<file path="src/hdl/iqc_pkg.sv">
// Shared types, codes and helpers for the I/Q imbalance corrector.
// Used by iqc_front, iqc_queue, iqc_back and iq_imbalance_corrector.
package iqc_pkg;

   localparam int SAMPLE_W = 16;
   localparam int INDEX_W  = 12;
   localparam int GAIN_W   = 17;          // unsigned Q2.14 with a zero sign bit
   localparam int NUM_STATS = 8;
   localparam int STAT_ID_W = 3;

   // opcode of a request
   localparam logic OP_SAMPLE = 1'b0;
   localparam logic OP_WRITE  = 1'b1;

   // kind of a response
   localparam logic KIND_SAMPLE = 1'b0;
   localparam logic KIND_STAT   = 1'b1;

   // stat_id bit fields
   localparam int STAT_MIN_BIT  = 0;      // 0 = max, 1 = min
   localparam int STAT_IM_BIT   = 1;      // 0 = re, 1 = im
   localparam int STAT_CORR_BIT = 2;      // 0 = raw, 1 = corrected

   localparam logic [GAIN_W-1:0] GAIN_UNITY = GAIN_W'(16384);
   localparam logic [STAT_ID_W-1:0] LAST_STAT_ID = STAT_ID_W'(NUM_STATS - 1);

   typedef struct packed {
      logic [SAMPLE_W-1:0] re;
      logic [SAMPLE_W-1:0] im;
      logic [SAMPLE_W-1:0] phase;
      logic [GAIN_W-1:0]   gain;
      logic [INDEX_W-1:0]  index;
      logic                last;
   } iqc_sample_type;

   typedef struct packed {
      logic                 kind;
      logic [SAMPLE_W-1:0]  out_re;
      logic [SAMPLE_W-1:0]  out_im;
      logic [STAT_ID_W-1:0] stat_id;
      logic [SAMPLE_W-1:0]  stat_value;
      logic [INDEX_W-1:0]   stat_position;
      logic                 last;
   } iqc_result_type;

   // saturate a 19-bit signed value to 16 bits
   function automatic logic [SAMPLE_W-1:0] sat16(input logic [18:0] v);
      logic [SAMPLE_W-1:0] r;
      if ((v[18:15] == 4'b0000) || (v[18:15] == 4'b1111)) begin
         r = v[15:0];
      end else if (v[18]) begin
         r = 16'h8000;
      end else begin
         r = 16'h7FFF;
      end
      return r;
   endfunction

endpackage

</file>
<file path="src/hdl/iqc_queue.sv">
// Two-entry queue between the front end and the back end.
// Depends on iqc_pkg.
module iqc_queue
   import iqc_pkg::*;
(
   input  logic           clock,
   input  logic           reset,
   input  logic           push_valid,
   output logic           push_ready,
   input  iqc_sample_type push_data,
   output logic           pop_valid,
   input  logic           pop_ready,
   output iqc_sample_type pop_data
);

   iqc_sample_type entry_ff [2];
   logic           wr_ptr_ff, wr_ptr_in;
   logic           rd_ptr_ff, rd_ptr_in;
   logic [1:0]     count_ff, count_in;
   logic           push, pop;

   assign push_ready = (count_ff != 2'd2);
   assign pop_valid  = (count_ff != 2'd0);
   assign push       = push_valid && push_ready;
   assign pop        = pop_valid && pop_ready;
   assign pop_data   = entry_ff[rd_ptr_ff];

   always_comb begin
      wr_ptr_in = wr_ptr_ff ^ push;
      rd_ptr_in = rd_ptr_ff ^ pop;
      count_in  = count_ff + 2'(push) - 2'(pop);
   end

   always_ff @(posedge clock) begin
      if (reset) begin
         wr_ptr_ff <= 1'b0;
         rd_ptr_ff <= 1'b0;
         count_ff  <= 2'd0;
      end else begin
         wr_ptr_ff <= wr_ptr_in;
         rd_ptr_ff <= rd_ptr_in;
         count_ff  <= count_in;
      end
   end

   always_ff @(posedge clock) begin
      if (push) begin
         entry_ff[wr_ptr_ff] <= push_data;
      end
   end

endmodule

</file>
<file path="config.mk">
export PLATFORM = sky130hd
export DESIGN_NAME = iqc_queue
export DESIGN_NICKNAME = d
export VERILOG_FILES = /design/src/hdl/iqc_pkg.sv /design/src/hdl/iqc_queue.sv
export SDC_FILE = /design/constraint.sdc
export NUM_CORES = 1
export LEC_CHECK = 0
export BUFFER_PORTS_ARGS = -buffer_cell sky130_fd_sc_hd__buf_4
export CORE_MARGIN = 4
export CORE_UTILIZATION = 49
export DETAILED_ROUTE_END_ITERATION = 8
export GPL_ROUTABILITY_DRIVEN = 0
export HOLD_SLACK_MARGIN = 0.15
export PLACE_DENSITY = 0.79
export SYNTH_ARGS = -nofsm -noshare
export SYNTH_HDL_FRONTEND = slang
export SYNTH_SLANG_ARGS = --single-unit
</file>
<file path="constraint.sdc">
create_clock -name clock -period 3.6 [get_ports clock]
set_input_delay 0.36 -clock clock [delete_from_list [all_inputs] [get_ports clock]]
set_output_delay 0.36 -clock clock [all_outputs]
set_load 0.05 [all_outputs]
</file>
==> key figures <==
Drt
  – DR vias: 3333
  – Vias/cell: 4.93
  – Avg WL per Cell: 17.7 um
  – Pre-antenna DRT Iters: 4
  – DRC: 0
  – Drt first-iter violations: 141
  – Antenna violation net count after detailed routing: 0
  – Final WL: 12.0 mm

CTS
  – Total CTS buffers: 17
  – Worst-skew pair later-pin latency: 0.42 ns
  – Post-CTS Setup Inserts: 0
  – Hold_buf cts: 79
  – H-Tree Level Count: 4
  – CTS Sinks: 160
  – Root buffer cell: clkbuf_16
  – Worst-path clk slew: 0.06 ns
  – PostCTS Resize Cnt: 0
  – CTS tree: done
  – Clock tree buffer depth: 2

Global routing
  – First-pass GRT wire length: 19.0 mm
  – Largest net degree at the start of global routing: 80
  – GRT Util Overall: 0.177
  – Grt ovf: 0
  – Initial antenna violation count: 0
  – Vias in the first global route: 3672

STA
  – RSZ-0062 raised after global routing: no
  – Final Skew: 0.00500 ns
  – Final Max Tran Viols: 0
  – Fmax: 395 MHz
  – Min cycle time layout: 2.53 ns
  – Tcrit/Tclk final: 0.702
  – Total Negative Setup Slacks: 0 ns
  – Actual slew at the worst max-slew pin: 1.12 ns
  – Setup violators final: 0
  – Max transition margin: 0.253
  – Hold Vio Cnt, Final: 0

Floorplanning
  – Starting Density: 0.508
  – DIE AREA: 13900 um2
  – Ports: 162
  – Die H: 118 um
  – Rows: 39
  – Die Wd: 118 um
  – Core area: 11600 um2

Worst setup path
  – Crit-path max FO: 79
  – Reg-to-Reg Start: count_ff[0]
  – Crit start category: flop
  – Slowest CP cell: dfxtp_4
  – Max incr delay on CP: 1.09 ns
  – Data arrival, critical path: 2.17 ns
  – Critical Path Start: rd_ptr_ff
  – Crit path cell chain: mux2_2, buf_4
  – Critical Path RT: 3.24 ns
  – Setup CP Type: reg -> out
  – Crit end category: output pin

Layout
  – Ant. Diodes: 0
  – Finished Layout Cells: 676
  – Commonest non-fill, non-tap cell in the layout: buf_4
  – Fin area: 8640 um2
  – Most frequent cells in the layout: buf_4, edfxtp_1, dlygate4sd3_1, mux2_2, clkbuf_16
  – Layout cells sized above 1: 0.505
  – Number of filler cells placed in the layout: 663
  – P&R area growth vs syn: 46.4%
  – Final Core Density: 0.744
  – Nets@finish: 604

Placement
  – Number of I/O port buffers: 161
  – Dpl cell area: 7240 um2
  – Placed cells: 565
  – Post-DP HPWL: 6.86 mm

Logic synthesis
  – Cell Area, Synth: 5900 um2
  – Syn Area/Cell: 21.8 um2
  – Cells after Synth: 270
  – Seq/Total Area, Yosys: 0.808
  – Syn Nets: 354
  – YS warnings: 0
  – Synthesis-stage register bit count: 160
  – Distinct cell type count after synthesis: 22

Power
  – PwrDens: 719 nW/um2
  – Leak: 3.27 nW
  – IR drop worst, VDD: 0.457 mV

Hold path
  – Worst hold path class: in -> reg
  – Hold Crit Start: pop_ready

Status
  – Run status: completed

Flow run
  – Max-cap viol count: 0
==> path summary, 6_finish.rpt <==
kind,cells past startpoint,slack (ns),endpoint
worst min-delay path,4,0.36,rd_ptr_ff
worst min register to register,3,0.60,wr_ptr_ff
worst max register to register,3,1.45,entry_ff[0][31]
worst max-delay path,2,1.07,pop_data[54]
==> cell type report <==
cell class | count | area (um2) | share of cell area
Clock buffer | 20 | 437 | 0.0506
Clock inverter | 12 | 166 | 0.0193
Inverter | 1 | 3.75 | 0.000435
Multi-Input combinational cell | 100 | 1080 | 0.125
Sequential cell | 160 | 4770 | 0.552
Tap cell | 143 | 179 | 0.0207
Timing Repair Buffer | 240 | 2000 | 0.231
==> Yosys cell counts <==
cell type,number,area (um2)
buf_2,6,30.0
ha_1,2,25.0
nand2b_1,1,6.26
xor2_1,1,8.76
edfxtp_1,156,4680
buf_6,3,33.8
inv_1,1,3.75
a211oi_1,1,7.51
nor2_1,5,18.8
a21bo_1,1,10.0
nand3_1,1,5.00
dfxtp_1,4,80.1
a32oi_1,1,8.76
and3_1,1,6.26
o21ai_0,2,10.0
and2b_1,1,7.51
mux2_1,1,11.3
and2_1,1,6.26
mux2_4,10,150
nor2b_1,2,12.5
mux2_2,68,766
or2_2,1,6.26
==> sequential cells by signal, summed over array words and instances, names as in the netlist <==
| register | count |
|---|---|
| entry_ff | 156 |
| count_ff | 2 |
| rd_ptr_ff | 1 |
| wr_ptr_ff | 1 |
==> logic make-up after synthesis <==
kind of cell,synth area share
DFF,0.808
muxes,0.157
and+or+nand+nor,0.0117
buffers and inverters,0.0115
AOI/OAI and AO/OA,0.00615
adders and majority gates,0.00424
xor gates and xnor gates,0.00149
==> critical path: cells and delay by family (launching register included) <==
kind	cells	cell delay, ns
buffers and inverters	1	0.20
flip-flops	1	1.09
multiplexers	1	0.44
==> metrics by stage <==
stage	total power, mW	worst slack, ns	hold WS (ns)
after floorplan	3.84	0.209	0.427
after global placement	4.34	1.49	0.545
after detailed placement	4.38	1.47	0.548
after CTS	6.26	1.03	0.342
after global routing	6.44	0.965	0.358
final	6.21	1.07	0.358
==> metal layers <==
layer,vias up,GRT usage,share of wire
li1,1567,-,-
met1,1630,0.189,0.38
met2,120,0.317,0.54
met3,16,0.0644,0.064
met4,0,0.0733,0.015
met5,-,0,0
==> power by group <==
| part | total (mW) | switching, mW | leakage, nW | internal, mW |
|---|---|---|---|---|
| registers | 2.47 | 0.161 | 1.49 | 2.31 |
| clock network | 1.82 | 0.666 | 0.279 | 1.15 |
| logic | 1.92 | 1.21 | 1.50 | 0.710 |
| total | 6.21 | 2.04 | 3.27 | 4.17 |
Note: power is estimated with default switching activity, not from simulation.
