==> src/hdl/iqc_pkg.sv <==
// Shared types, codes and helpers for the I/Q imbalance corrector.
// Used by iqc_front, iqc_queue, iqc_back and iq_imbalance_corrector.
package iqc_pkg;

   localparam int SAMPLE_W = 16;
   localparam int INDEX_W  = 12;
   localparam int GAIN_W   = 17;          // unsigned Q2.14 with a zero sign bit
   localparam int NUM_STATS = 8;
   localparam int STAT_ID_W = 3;

   // opcode of a request
   localparam logic OP_SAMPLE = 1'b0;
   localparam logic OP_WRITE  = 1'b1;

   // kind of a response
   localparam logic KIND_SAMPLE = 1'b0;
   localparam logic KIND_STAT   = 1'b1;

   // stat_id bit fields
   localparam int STAT_MIN_BIT  = 0;      // 0 = max, 1 = min
   localparam int STAT_IM_BIT   = 1;      // 0 = re, 1 = im
   localparam int STAT_CORR_BIT = 2;      // 0 = raw, 1 = corrected

   localparam logic [GAIN_W-1:0] GAIN_UNITY = GAIN_W'(16384);
   localparam logic [STAT_ID_W-1:0] LAST_STAT_ID = STAT_ID_W'(NUM_STATS - 1);

   typedef struct packed {
      logic [SAMPLE_W-1:0] re;
      logic [SAMPLE_W-1:0] im;
      logic [SAMPLE_W-1:0] phase;
      logic [GAIN_W-1:0]   gain;
      logic [INDEX_W-1:0]  index;
      logic                last;
   } iqc_sample_type;

   typedef struct packed {
      logic                 kind;
      logic [SAMPLE_W-1:0]  out_re;
      logic [SAMPLE_W-1:0]  out_im;
      logic [STAT_ID_W-1:0] stat_id;
      logic [SAMPLE_W-1:0]  stat_value;
      logic [INDEX_W-1:0]   stat_position;
      logic                 last;
   } iqc_result_type;

   // saturate a 19-bit signed value to 16 bits
   function automatic logic [SAMPLE_W-1:0] sat16(input logic [18:0] v);
      logic [SAMPLE_W-1:0] r;
      if ((v[18:15] == 4'b0000) || (v[18:15] == 4'b1111)) begin
         r = v[15:0];
      end else if (v[18]) begin
         r = 16'h8000;
      end else begin
         r = 16'h7FFF;
      end
      return r;
   endfunction

endpackage

==> src/hdl/iqc_back.sv <==
// Back end: multiply, round toward zero, saturate, track extremes and
// emit sample results and statistic records. Depends on iqc_pkg.
module iqc_back
   import iqc_pkg::*;
(
   input  logic           clock,
   input  logic           reset,
   input  logic           in_valid,
   output logic           in_ready,
   input  iqc_sample_type in_data,
   output logic           out_valid,
   input  logic           out_ready,
   output iqc_result_type out_data
);

   // multiply stage
   logic                b1_valid_ff, b1_valid_in;
   logic signed [31:0]  b1_prod_ph_ff;
   logic signed [32:0]  b1_prod_gn_ff;
   logic [SAMPLE_W-1:0] b1_re_ff, b1_im_ff;
   logic [INDEX_W-1:0]  b1_index_ff;
   logic                b1_last_ff;

   // round/saturate stage
   logic                b2_valid_ff, b2_valid_in;
   logic [SAMPLE_W-1:0] b2_re_ff, b2_im_ff, b2_cre_ff, b2_cim_ff;
   logic [INDEX_W-1:0]  b2_index_ff;
   logic                b2_last_ff;

   // output and statistics
   logic                rsp_valid_ff, rsp_valid_in;
   iqc_result_type      rsp_ff, rsp_in;
   logic                emit_ff, emit_in;
   logic [STAT_ID_W-1:0] stat_cnt_ff, stat_cnt_in;
   logic [SAMPLE_W-1:0] ext_val_ff [NUM_STATS];
   logic [INDEX_W-1:0]  ext_pos_ff [NUM_STATS];

   logic out_load, b2_take, b2_ready, b1_ready, b1_take;
   logic signed [32:0] sum_im, sum_im_r, sum_re_r;
   logic [18:0]        q_im, q_re;
   logic [SAMPLE_W-1:0] cre, cim;

   assign out_load = !rsp_valid_ff || out_ready;
   assign b2_take  = out_load && !emit_ff && b2_valid_ff;
   assign b2_ready = !b2_valid_ff || b2_take;
   assign b1_take  = b1_valid_ff && b2_ready;
   assign b1_ready = !b1_valid_ff || b2_ready;
   assign in_ready = b1_ready;

   // ---- multiply
   always_comb begin
      b1_valid_in = b1_valid_ff;
      if (in_valid && b1_ready) begin
         b1_valid_in = 1'b1;
      end else if (b1_take) begin
         b1_valid_in = 1'b0;
      end
   end

   always_ff @(posedge clock) begin
      if (in_valid && b1_ready) begin
         b1_prod_ph_ff <= $signed(in_data.phase) * $signed(in_data.re);
         b1_prod_gn_ff <= $signed(in_data.gain) * $signed(in_data.re);
         b1_re_ff      <= in_data.re;
         b1_im_ff      <= in_data.im;
         b1_index_ff   <= in_data.index;
         b1_last_ff    <= in_data.last;
      end
   end

   // ---- round toward zero and saturate
   always_comb begin
      sum_im   = $signed({{2{b1_im_ff[SAMPLE_W-1]}}, b1_im_ff, 15'(0)})
                 + 33'(b1_prod_ph_ff);
      sum_im_r = sum_im + (sum_im[32] ? 33'sd32767 : 33'sd0);
      sum_re_r = b1_prod_gn_ff + (b1_prod_gn_ff[32] ? 33'sd16383 : 33'sd0);
      q_im     = {sum_im_r[32], sum_im_r[32:15]};
      q_re     = sum_re_r[32:14];
      cim      = sat16(q_im);
      cre      = sat16(q_re);
   end

   always_comb begin
      b2_valid_in = b2_valid_ff;
      if (b1_take) begin
         b2_valid_in = 1'b1;
      end else if (b2_take) begin
         b2_valid_in = 1'b0;
      end
   end

   always_ff @(posedge clock) begin
      if (b1_take) begin
         b2_re_ff    <= b1_re_ff;
         b2_im_ff    <= b1_im_ff;
         b2_cre_ff   <= cre;
         b2_cim_ff   <= cim;
         b2_index_ff <= b1_index_ff;
         b2_last_ff  <= b1_last_ff;
      end
   end

   // ---- extremes: one compare per statistic per sample
   always_ff @(posedge clock) begin
      if (reset) begin
         for (int i = 0; i < NUM_STATS; i++) begin
            ext_val_ff[i] <= '0;
            ext_pos_ff[i] <= '0;
         end
      end else if (b2_take) begin
         for (int i = 0; i < NUM_STATS; i++) begin
            logic [STAT_ID_W-1:0] id;
            logic [SAMPLE_W-1:0]  base, v;
            logic                 hit;
            id   = STAT_ID_W'(i);
            base = (b2_index_ff == '0) ? '0 : ext_val_ff[i];
            if (id[STAT_CORR_BIT]) begin
               v = id[STAT_IM_BIT] ? b2_cim_ff : b2_cre_ff;
            end else begin
               v = id[STAT_IM_BIT] ? b2_im_ff : b2_re_ff;
            end
            hit = id[STAT_MIN_BIT] ? ($signed(v) <= $signed(base))
                                   : ($signed(v) >= $signed(base));
            ext_val_ff[i] <= hit ? v : base;
            if (hit) begin
               ext_pos_ff[i] <= b2_index_ff;
            end
         end
      end
   end

   // ---- output register and record sequencing
   always_comb begin
      rsp_valid_in = rsp_valid_ff;
      rsp_in       = rsp_ff;
      emit_in      = emit_ff;
      stat_cnt_in  = stat_cnt_ff;
      if (out_load) begin
         rsp_valid_in = 1'b0;
         if (emit_ff) begin
            rsp_valid_in         = 1'b1;
            rsp_in.kind          = KIND_STAT;
            rsp_in.out_re        = '0;
            rsp_in.out_im        = '0;
            rsp_in.stat_id       = stat_cnt_ff;
            rsp_in.stat_value    = ext_val_ff[stat_cnt_ff];
            rsp_in.stat_position = ext_pos_ff[stat_cnt_ff];
            rsp_in.last          = (stat_cnt_ff == LAST_STAT_ID);
            stat_cnt_in          = stat_cnt_ff + 1'b1;
            emit_in              = (stat_cnt_ff != LAST_STAT_ID);
         end else if (b2_valid_ff) begin
            rsp_valid_in         = 1'b1;
            rsp_in.kind          = KIND_SAMPLE;
            rsp_in.out_re        = b2_cre_ff;
            rsp_in.out_im        = b2_cim_ff;
            rsp_in.stat_id       = '0;
            rsp_in.stat_value    = '0;
            rsp_in.stat_position = '0;
            rsp_in.last          = !b2_last_ff;
            emit_in              = b2_last_ff;
            stat_cnt_in          = '0;
         end
      end
   end

   always_ff @(posedge clock) begin
      if (reset) begin
         b1_valid_ff  <= 1'b0;
         b2_valid_ff  <= 1'b0;
         rsp_valid_ff <= 1'b0;
         emit_ff      <= 1'b0;
         stat_cnt_ff  <= '0;
      end else begin
         b1_valid_ff  <= b1_valid_in;
         b2_valid_ff  <= b2_valid_in;
         rsp_valid_ff <= rsp_valid_in;
         emit_ff      <= emit_in;
         stat_cnt_ff  <= stat_cnt_in;
      end
   end

   always_ff @(posedge clock) begin
      rsp_ff <= rsp_in;
   end

   assign out_valid = rsp_valid_ff;
   assign out_data  = rsp_ff;

endmodule

==> config.mk <==
export PLATFORM = sky130hd
export DESIGN_NAME = iqc_back
export DESIGN_NICKNAME = d
export VERILOG_FILES = /design/src/hdl/iqc_pkg.sv /design/src/hdl/iqc_back.sv
export SDC_FILE = /design/constraint.sdc
export NUM_CORES = 2
export LEC_CHECK = 0
export ABC_AREA = 1
export BUFFER_PORTS_ARGS = -buffer_cell sky130_fd_sc_hd__clkbuf_2
export CORE_ASPECT_RATIO = 1.5
export CORE_MARGIN = 10
export CORE_UTILIZATION = 52
export CTS_BUF_LIST = sky130_fd_sc_hd__clkbuf_16
export DETAILED_ROUTE_END_ITERATION = 16
export GPL_TIMING_DRIVEN = 0
export PLACE_DENSITY = 0.69
export SLEW_MARGIN = 10
export SYNTH_ARGS = -nofsm -noshare
export SYNTH_HDL_FRONTEND = slang
export SYNTH_SLANG_ARGS = --single-unit
==> constraint.sdc <==
create_clock -name clock -period 14.09 [get_ports clock]
set_input_delay 0.7045 -clock clock [delete_from_list [all_inputs] [get_ports clock]]
set_output_delay 0.7045 -clock clock [all_outputs]
set_load 0.01 [all_outputs]
==> flow_summary.ini <==
[detailed_routing]
drt_first_pass_iters = 6
drtIter0Drc = 2623
wl_met1_um = 46700
wl_met2_um = 68500
vias = 35600
ant_nets = 0
top_layer_used = met4
drc_errors = 0
via_per_inst = 5.52
drt-total-wl_um = 135000
wl_per_cell_um = 20.9
routed-wl-met3_um = 9240

[critical_path]
path_delay_family = adder cells
cp-end-kind = flop
cp_slowest_stage_delay_ps = 870
crit_buf_inv = 5
required_ps = 14430
arrival_ps = 7970
cpMaxStageDelayCell = fa_1
worstPathMaxFanout = 10
path_cells = clkbuf_2 -> clkbuf_1 -> clkbuf_1 -> nand2_1 -> fa_1 -> inv_1 -> fa_1 -> fa_1 -> fa_1 -> fa_1 -> fa_1 -> ha_1 -> nand2_1 -> nor2_1 -> inv_1 -> nor3_1 -> nand2_1 -> o211ai_1 -> nand3_1 -> nand2_1 -> nand4_1 -> nand2_1 -> xor2_1
worstSetupPathType = in -> reg
crit_top_cell = fa_1
crit_path_start_kind = input pin

[place]
dp_hpwl_um = 110000
port_buffers = 124
place_congestion = 0.998

[cts]
cts_buffers = 43
cts_resized = 0
cts.clk_slew.worst_paths_ps = 70
cts.sinks = 486
hold_buffers = 0
htreeDepth = 2
clock_path_buffers = 3
root_buffer = clkbuf_16
post-cts-setup-buffers = 0
cts_tree = built
insertion_delay_ps = 610

[sta]
setup_viol = 0
slew_viol_final = 0
fin_setup_tns_ps = 0
fin_crit_ps = 7630
rsz0062_at_grt = no
skew_ps = 46.2
period_share = 0.542
worst_pin_slew_ps = 1120
final-hold-violation-count = 0
holdWs_ps = 278
max_slew_margin = 0.242
fmax_ghz = 0.131

[logic_synthesis]
netlist-cell-type-count = 55
synth_fa_ha_area_frac = 0.328
synth_edf_count = 476
synthesis.area_sq_um = 45800
yosysTopAreaCell = edfxtp_1
synth_xor_area_frac = 0.0202
async_flop_share = 0
synth.avg_cell_area_sq_um = 9.00
synth_area_leaders = edfxtp_1 (31%), fa_1 (24%), ha_1 (9.3%)
ys_ff_latch = 486
synth-seq-area-share = 0.316
synth_top_family_by_area = adder cells
yosysTopAreaCellShare = 0.312
synthMuxAreaShare = 0
yosys.area_share.simple = 0.136
synth_compound_gate_area_share = 0.0900
synth_ff_type = edfxtp_1
syn_inst = 5093
synth.net_count = 6054
ys_warn_count = 0

[cells_and_area]
n_fill_cell = 7937
drive_gt1_frac = 0.0509
area_growth_pct = 8.47
fin_util = 0.568
final_cell_mix = inv_1 (1084), nand2_1 (967), fa_1 (539)
final_common_cell = inv_1
fin_nets = 6234

[die]
core_area_sq_um = 87500
start_util = 0.523
die_width_um = 262
die_area_sq_um = 101000
rows = 133
die_h_um = 384
boundaryPins = 149

[grt]
grt_overflow = 0
grt_start_max_net_pins = 98
track_usage = 0.266
grt_pass1_wl_um = 207000
grt_pass1_vias = 37200
antenna_found_initial = 6

[worst_hold_path]
hold_path.class = in -> reg

[run]
cap_violations = 0

[run_status]
outcome = finished clean
==> Yosys cell counts, types with 5 or more instances <==
| cell type | instances |
|---|---|
| dfxtp_1 | 10 |
| inv_2 | 6 |
| a31oi_1 | 35 |
| a221oi_1 | 11 |
| clkbuf_1 | 220 |
| nand3b_1 | 5 |
| o21a_1 | 8 |
| a21oi_1 | 259 |
| nand2_2 | 12 |
| nand2_1 | 968 |
| o21ai_0 | 274 |
| a21o_1 | 10 |
| xor2_1 | 63 |
| o211ai_1 | 18 |
| xnor2_1 | 37 |
| or2_2 | 11 |
| o22ai_1 | 27 |
| edfxtp_1 | 476 |
| a211oi_1 | 51 |
| nor3_1 | 31 |
| buf_1 | 7 |
| nor2_1 | 432 |
| o221ai_1 | 5 |
| o21bai_1 | 17 |
| inv_1 | 1081 |
| nor4_1 | 8 |
| nand4_1 | 25 |
| ha_1 | 340 |
| nand3_1 | 61 |
| fa_1 | 539 |
==> layout make-up <==
class,instances,area [sq um],share of cell area
clock inverter,35,452,0.00909
clock buffer,45,1130,0.0227
timing repair buffer,135,813,0.0164
tap,1147,1440,0.0289
antenna,4,10.0,0.000201
multi-input combinational,3284,26400,0.531
sequential,486,14500,0.292
inverter,1090,4100,0.0824
buffer,233,900,0.0181
==> worst paths after layout <==
check | end | cells past startpoint | start | slack, ps
worst min-delay path | b1_im_ff[7] | 1 | in_data[53] | 280
worst max-delay path | b1_prod_gn_ff[32] | 23 | in_data[67] | 6460
worst max register to register | ext_pos_ff[4][10] | 20 | b2_index_ff[1] | 8400
worst min register to register | b2_re_ff[5] | 0 | b1_re_ff[5] | 410
==> sequential cells by signal (all words and copies together) (netlist names), 32 cells and up, named ones only <==
signal	count
ext_val_ff	128
ext_pos_ff	96
out_data	65
b1_prod_gn_ff	33
b1_prod_ph_ff	32
==> through the flow <==
stage	std cells	cell area, sq um	setup WS [ps]
final	6459	49700	6460
after global routing	6455	49700	6060
after CTS	6455	49700	6570
after detailed placement	6375	48100	5980
after global placement	6364	47900	6010
after floorplan	5093	45800	7780
==> cells by family after synthesis <==
group           after synthesis
fa+ha+maj                   879
simple gates               1570
buf+inv                    1323
xor+xnor                    103
flops                       486
compound gates              732
==> per-layer routing <==
| layer | global-route usage | vias up |
|---|---|---|
| li1 | - | 16400 |
| met1 | 0.286 | 17300 |
| met2 | 0.476 | 1530 |
| met3 | 0.0375 | 454 |
| met4 | 0.191 | 0 |
| met5 | 0 | - |
Power is not shown: default switching activity piles up to over one toggle a cycle in this logic, so the estimate is an artifact.
